### config.mk
export PLATFORM = sky130hd
export DESIGN_NAME = fifo_queue_with_delete_top
export DESIGN_NICKNAME = d
export VERILOG_FILES = /design/src/fqd_pkg.sv /design/src/fqd_cell.sv /design/src/fifo_queue_with_delete_top.sv
export SDC_FILE = /design/constraint.sdc
export NUM_CORES = 1
export LEC_CHECK = 0
export BUFFER_PORTS_ARGS = -buffer_cell sky130_fd_sc_hd__buf_2
export CAP_MARGIN = 15
export CELL_PAD_IN_SITES_DETAIL_PLACEMENT = 1
export CELL_PAD_IN_SITES_GLOBAL_PLACEMENT = 1
export CORE_MARGIN = 2
export CORE_UTILIZATION = 50
export DETAILED_ROUTE_END_ITERATION = 8
export GPL_ROUTABILITY_DRIVEN = 1
export GPL_TIMING_DRIVEN = 0
export PLACE_DENSITY_LB_ADDON = 0.1
export SETUP_SLACK_MARGIN = 0.5
export SYNTH_ARGS = -nofsm -noshare
export SYNTH_HDL_FRONTEND = slang
export SYNTH_HIERARCHICAL = 1
export SYNTH_SLANG_ARGS = --single-unit
### constraint.sdc
create_clock -name clk -period 7 [get_ports clk]
set_input_delay 0.7 -clock clk [delete_from_list [all_inputs] [get_ports clk]]
set_output_delay 0.7 -clock clk [all_outputs]
set_load 0.02 [all_outputs]
### src/fqd_pkg.sv
// Package: operation codes, field widths and cell control for the handle queue.
package fqd_pkg;

	localparam int MODE_W = 2;
	localparam int IN_HANDLE_W = 32;
	localparam int OUT_HANDLE_W = 32;
	localparam int OUT_COUNT_W = 5;
	localparam int IN_TDATA_W = 32;
	localparam int OUT_TDATA_W = 40;

	localparam logic [MODE_W-1:0] MODE_ENQ = 2'd0;
	localparam logic [MODE_W-1:0] MODE_DEQ = 2'd1;
	localparam logic [MODE_W-1:0] MODE_DEL = 2'd2;

	// broadcast to every cell
	typedef struct packed {
		logic go;   // word accepted this cycle
		logic deq;  // successful dequeue: whole row shifts toward head
		logic del;  // delete with nonnull handle: compare and shift above match
	} fqd_ctrl_t;

endpackage

### src/fqd_cell.sv
// One queue slot: holds a handle, compares it for delete, shifts toward the head.
module fqd_cell #(
	parameter int HW = 32
) (
	input  logic            clk,
	input  fqd_pkg::fqd_ctrl_t ctrl,
	input  logic [HW-1:0]   handle,
	input  logic            valid,
	input  logic            load,
	input  logic [HW-1:0]   next_data,
	input  logic            found_in,
	output logic            found_out,
	output logic [HW-1:0]   data
);

	logic [HW-1:0] data_q;
	logic          match;
	logic          shift;

	assign match     = ctrl.del && valid && (data_q == handle);
	assign found_out = found_in || match;
	assign shift     = ctrl.deq || found_out;
	assign data      = data_q;

	always_ff @(posedge clk) begin
		if (ctrl.go) begin
			if (shift) begin
				data_q <= next_data;
			end else if (load) begin
				data_q <= handle;
			end
		end
	end

endmodule

### src/fifo_queue_with_delete_top.sv
// Top level: bounded handle queue with enqueue, dequeue and delete by value.
//
//  channel | dir | tdata (low bit up)                   | tuser
//  s_      | in  | item_handle[31:0]                    | mode[1:0]
//  m_      | out | status, out_handle[31:0], count[4:0] | -
//
// Every operation acts on the row of DEPTH cells at once: each cell compares its
// entry and shifts in its neighbor, so one word is taken per cycle unless m_tready stalls.
// Delete settles through the match chain that ripples from head to tail.
// Reset clears the count and the output valid; no clearing pass over the cells.
// The input stalls only while a result waits and m_tready is low.
module fifo_queue_with_delete_top #(
	parameter int DEPTH = 16,
	parameter int HANDLE_WIDTH = 32
) (
	input  logic        clk,
	input  logic        arst_n,
	input  logic        s_tvalid,
	output logic        s_tready,
	input  logic [31:0] s_tdata,   // item_handle[31:0]
	input  logic [1:0]  s_tuser,   // mode[1:0]
	output logic        m_tvalid,
	input  logic        m_tready,
	output logic [39:0] m_tdata    // status[0], out_handle[32:1], count[37:33], zero
);

	localparam int CW = $clog2(DEPTH + 1);

	logic [CW-1:0]           count_q;
	logic [CW-1:0]           count_next;
	logic                    out_valid_q;
	logic [39:0]             out_data_q;
	logic [HANDLE_WIDTH-1:0] handle;
	logic [1:0]              mode;
	logic                    accept;
	logic                    enq_ok;
	logic                    deq_ok;
	logic                    del_ok;
	logic                    status;
	logic [31:0]             out_handle;
	fqd_pkg::fqd_ctrl_t      ctrl;

	logic [HANDLE_WIDTH-1:0] cell_data [DEPTH];
	logic [DEPTH:0]          found;

	assign s_tready = !out_valid_q || m_tready;
	assign accept   = s_tvalid && s_tready;
	assign mode     = s_tuser;
	assign handle   = HANDLE_WIDTH'(s_tdata);

	assign enq_ok = (mode == fqd_pkg::MODE_ENQ) && (handle != '0)
		&& (count_q < CW'(DEPTH));
	assign deq_ok = (mode == fqd_pkg::MODE_DEQ) && (count_q != '0);
	assign del_ok = found[DEPTH];

	assign ctrl.go  = accept;
	assign ctrl.deq = deq_ok;
	assign ctrl.del = (mode == fqd_pkg::MODE_DEL) && (handle != '0);

	assign found[0] = 1'b0;

	for (genvar i = 0; i < DEPTH; i++) begin : g_cell
		logic [HANDLE_WIDTH-1:0] nxt;
		if (i == DEPTH - 1) begin : g_last
			assign nxt = '0;
		end else begin : g_mid
			assign nxt = cell_data[i+1];
		end
		fqd_cell #(
			.HW(HANDLE_WIDTH)
		) u_cell (
			.clk      (clk),
			.ctrl     (ctrl),
			.handle   (handle),
			.valid    (CW'(i) < count_q),
			.load     (enq_ok && (count_q == CW'(i))),
			.next_data(nxt),
			.found_in (found[i]),
			.found_out(found[i+1]),
			.data     (cell_data[i])
		);
	end

	always_comb begin
		count_next = count_q;
		status     = 1'b1;
		if (enq_ok) begin
			count_next = count_q + CW'(1);
			status     = 1'b0;
		end else if (deq_ok || del_ok) begin
			count_next = count_q - CW'(1);
			status     = 1'b0;
		end
	end

	assign out_handle = deq_ok ? 32'(cell_data[0]) : 32'd0;

	always_ff @(posedge clk or negedge arst_n) begin
		if (!arst_n) begin
			count_q     <= '0;
			out_valid_q <= 1'b0;
		end else begin
			if (accept) begin
				count_q     <= count_next;
				out_valid_q <= 1'b1;
			end else if (m_tready) begin
				out_valid_q <= 1'b0;
			end
		end
	end

	always_ff @(posedge clk) begin
		if (accept) begin
			out_data_q <= {2'b00, fqd_pkg::OUT_COUNT_W'(count_next), out_handle, status};
		end
	end

	assign m_tvalid = out_valid_q;
	assign m_tdata  = out_data_q;

`ifndef SYNTHESIS
	a_count_bound: assert property (@(posedge clk) disable iff (!arst_n)
		count_q <= CW'(DEPTH))
		else $error("count above depth");

	a_enq_count: assert property (@(posedge clk) disable iff (!arst_n)
		accept && enq_ok |=> count_q == $past(count_q) + CW'(1))
		else $error("enqueue did not raise count");

	a_deq_head: assert property (@(posedge clk) disable iff (!arst_n)
		accept && deq_ok |=> m_tdata[32:1] == 32'($past(cell_data[0])))
		else $error("dequeue returned wrong head");

	a_fail_zero: assert property (@(posedge clk) disable iff (!arst_n)
		m_tvalid && m_tdata[0] |-> m_tdata[32:1] == 32'd0)
		else $error("failed result carries a handle");
`endif

endmodule
==> results.py <==
metrics = {
    "cells_and_area": {
        "final_area_um2": 34300,
        "final_common_cell": "edfxtp_1",
        "mostFrequentLayoutCells": "550 x edfxtp_1, 464 x mux2_2, 451 x xor2_1",
        "drive_gt1_frac": 0.320,
        "area_growth_pct": 13.5,
        "final_core_util": 0.571,
        "n_antenna_cell": 0,
        "final-instance-count-excl-fill": 3075,
        "nets": 2285,
    },
    "sta": {
        "hold_viol": 0,
        "drv_slew": 0,
        "fin_skew_ns": 0.0283,
        "max_slew_margin": 0.289,
        "setup_viol": 0,
        "worst_pin_slew_ns": 1.06,
        "period_share": 0.856,
        "rsz0062_at_grt": "false",
        "setup_ws_ns": 1.01,
        "period_needed_ns": 5.99,
        "max_freq_mhz": 167,
        "fin_setup_tns_ns": 0,
        "hold_slack_ns": 0.273,
    },
    "synth": {
        "postSynthAreaPerCell_um2": 14.8,
        "synth_top_family_by_area": "multiplexers",
        "ys_ff_latch": 556,
        "syn_area_um2": 30300,
        "synthAdderAreaFrac": 0.00207,
        "synth-compound-area-share": 0.0240,
        "netlist_instances": 2047,
        "synth-simple-area-share": 0.0563,
        "synth_warnings": 6,
        "ys_types": 45,
        "synth.area.mux_share": 0.192,
        "ys_seq_area_frac": 0.551,
        "synth_xor_area_frac": 0.150,
    },
    "routing": {
        "routed_wirelength_mm": 79.6,
        "initialDrtViolationCount": 870,
        "num_vias": 17678,
        "wire_per_inst_um": 25.9,
        "post-route-drc-count": 0,
        "vias_per_cell": 5.75,
        "dr.pass1.iters": 4,
        "drtAntennaViolNets": 0,
    },
    "floorplanning": {
        "boundaryPins": 80,
        "rows": 90,
        "die_height_um": 250,
        "fp.dieW_um": 250,
        "start_util": 0.503,
        "die_area_um2": 62500,
        "core_area_um2": 60100,
    },
    "hold_path": {
        "worst_hold_path_type": "input port to flop",
    },
    "run": {
        "drv_cap": 0,
    },
    "grt": {
        "grt_overflow_total": 0,
        "antenna_found_initial": 2,
        "grt_max_degree": 39,
        "grt_use_total": 0.256,
        "grt_pass1_vias": 19996,
        "grt_pass1_wl_mm": 121,
    },
    "cts": {
        "cts-root-buf": "clkbuf_16",
        "cts_tree": "yes",
        "cts.sinks": 556,
        "clkTransAtPathRegs_ns": 0.06,
        "cts_made_buffers": 61,
        "clk_path_buf_depth": 3,
        "clock_latency_ns": 0.64,
        "h-tree-depth": 2,
    },
    "critical_path": {
        "path_max_fanout": 33,
        "critPathSlowestCell": "buf_6",
        "required_ns": 7.34,
        "cp-end-kind": "flop",
        "arrival_ns": 6.33,
        "crit_path_start_kind": "input port",
        "critPathKind": "input port to flop",
        "cpMostUsedCell": "inv_1",
        "critPathMaxStageDelay_ns": 0.37,
    },
    "status": {
        "status": "completed",
    },
    "pwr": {
        "power_mw": 8.94,
        "p_per_area_nw_per_um2": 260,
        "vdd_drop_max_uv": 192,
        "leakagePower_nw": 12.1,
    },
    "place": {
        "dp_slack_ns": -1.44,
        "routabilityCongestion": 0.825,
        "dp.cells": 2956,
        "place_hpwl_mm": 53.7,
        "numPortBuffers": 77,
        "postPlaceCellArea_um2": 32200,
    },
}
## cell families after synthesis
group                      after synthesis
adders and majority gates                5
other                                    1
buffers and inverters                   88
and+or+nand+nor                        293
DFF                                    556
muxes                                  517
AOI/OAI and AO/OA                       68
xor gates and xnor gates               519
## synth_stat cells (all sizes together)
cell | instances | area share
a21oi | 5 | 0.0012
a2bb2oi | 1 | 0.00050
a311oi | 1 | 0.00029
a31oi | 1 | 0.00021
a32o | 1 | 0.00037
and2 | 1 | 0.00025
and3 | 49 | 0.010
buf | 54 | 0.020
clkbuf | 11 | 0.0020
conb | 1 | 0.00012
dfrtp | 6 | 0.0050
edfxtp | 550 | 0.55
ha | 5 | 0.0021
inv | 23 | 0.0029
mux2 | 512 | 0.19
mux2i | 5 | 0.0017
nand2 | 13 | 0.0016
nand2b | 5 | 0.0010
nand3 | 18 | 0.0030
nand3b | 2 | 0.00050
nand4 | 34 | 0.0070
nor2 | 33 | 0.0041
nor2b | 2 | 0.00050
nor3 | 10 | 0.0018
nor3b | 2 | 0.00050
nor4 | 122 | 0.025
o21a | 17 | 0.0042
o21ai | 6 | 0.00099
o21bai | 3 | 0.00074
o31ai | 32 | 0.015
o32ai | 1 | 0.00029
or3b | 1 | 0.00029
or4b | 1 | 0.00033
xnor2 | 68 | 0.020
xor2 | 451 | 0.13
## report_power, final
| group | total, mW | switching, mW | internal (mW) | leakage [nW] |
|---|---|---|---|---|
| combinational | 1.62 | 0.898 | 0.718 | 5.97 |
| sequential | 4.21 | 0.183 | 4.03 | 5.21 |
| clock | 3.11 | 1.34 | 1.77 | 0.923 |
| total | 8.94 | 2.42 | 6.52 | 12.1 |
## sequential cells by signal, indices dropped and copies added, names as in the netlist
| signal | cells |
|---|---|
| count_q | 5 |
| g_cell.u_cell/data | 512 |
| m_tdata | 38 |
| m_tvalid | 1 |
## path summary, 6_finish.rpt
kind / from / endpoint / slack, ns / depth (start not counted)
min: s_tvalid / m_tvalid$_DFFE_PN0P_ / 0.27 / 2
max reg2reg: count_q[1]$_DFFE_PN0P_ / g_cell[14].u_cell/data[3]$_DFFE_PP_ / 1.10 / 37
max: s_tdata[3] / g_cell[14].u_cell/data[3]$_DFFE_PP_ / 1.01 / 39
max in group asynchronous: arst_n / count_q[2]$_DFFE_PN0P_ / 6.44 / 2
min in group asynchronous: arst_n / m_tvalid$_DFFE_PN0P_ / 0.40 / 2
min reg2reg: m_tvalid$_DFFE_PN0P_ / m_tvalid$_DFFE_PN0P_ / 0.55 / 2
## worst max-delay path, delay by kind of cell
family	cells	cell delay, ns
AO/OA/AOI/OAI	16	2.41
buffers and inverters	16	1.94
AND/OR/NAND/NOR	7	1.22
## area by class of cell
| class | instances | area (µm²) |
|---|---|---|
| inverters | 23 | 86.3 |
| flip-flops and latches | 556 | 16700 |
| well taps | 782 | 978 |
| fillers | 5725 | 25800 |
| clock inverters | 46 | 344 |
| plain buffers | 65 | 658 |
| repair buffers | 96 | 1020 |
| clock buffers | 68 | 1550 |
| multi-input cells | 1439 | 13000 |
## per-layer routing
metal  part of all wire  track usage  vias to the layer above
met5                  0            0                        -
met3              0.043       0.0453                      145
met1               0.38        0.284                     9072
li1                   -            -                     8147
met4              0.026       0.0808                        0
met2               0.55        0.491                      314
## repair_timing
action                     CTS  global route
hold buffers                 1             0
cloned                       0             1
setup endpoints to repair  323           132
buffers inserted             2             0
pin swaps                    1             0
resized for setup           36            32
hold endpoints to repair     6             0
Power figures use the tool's default switching activity.
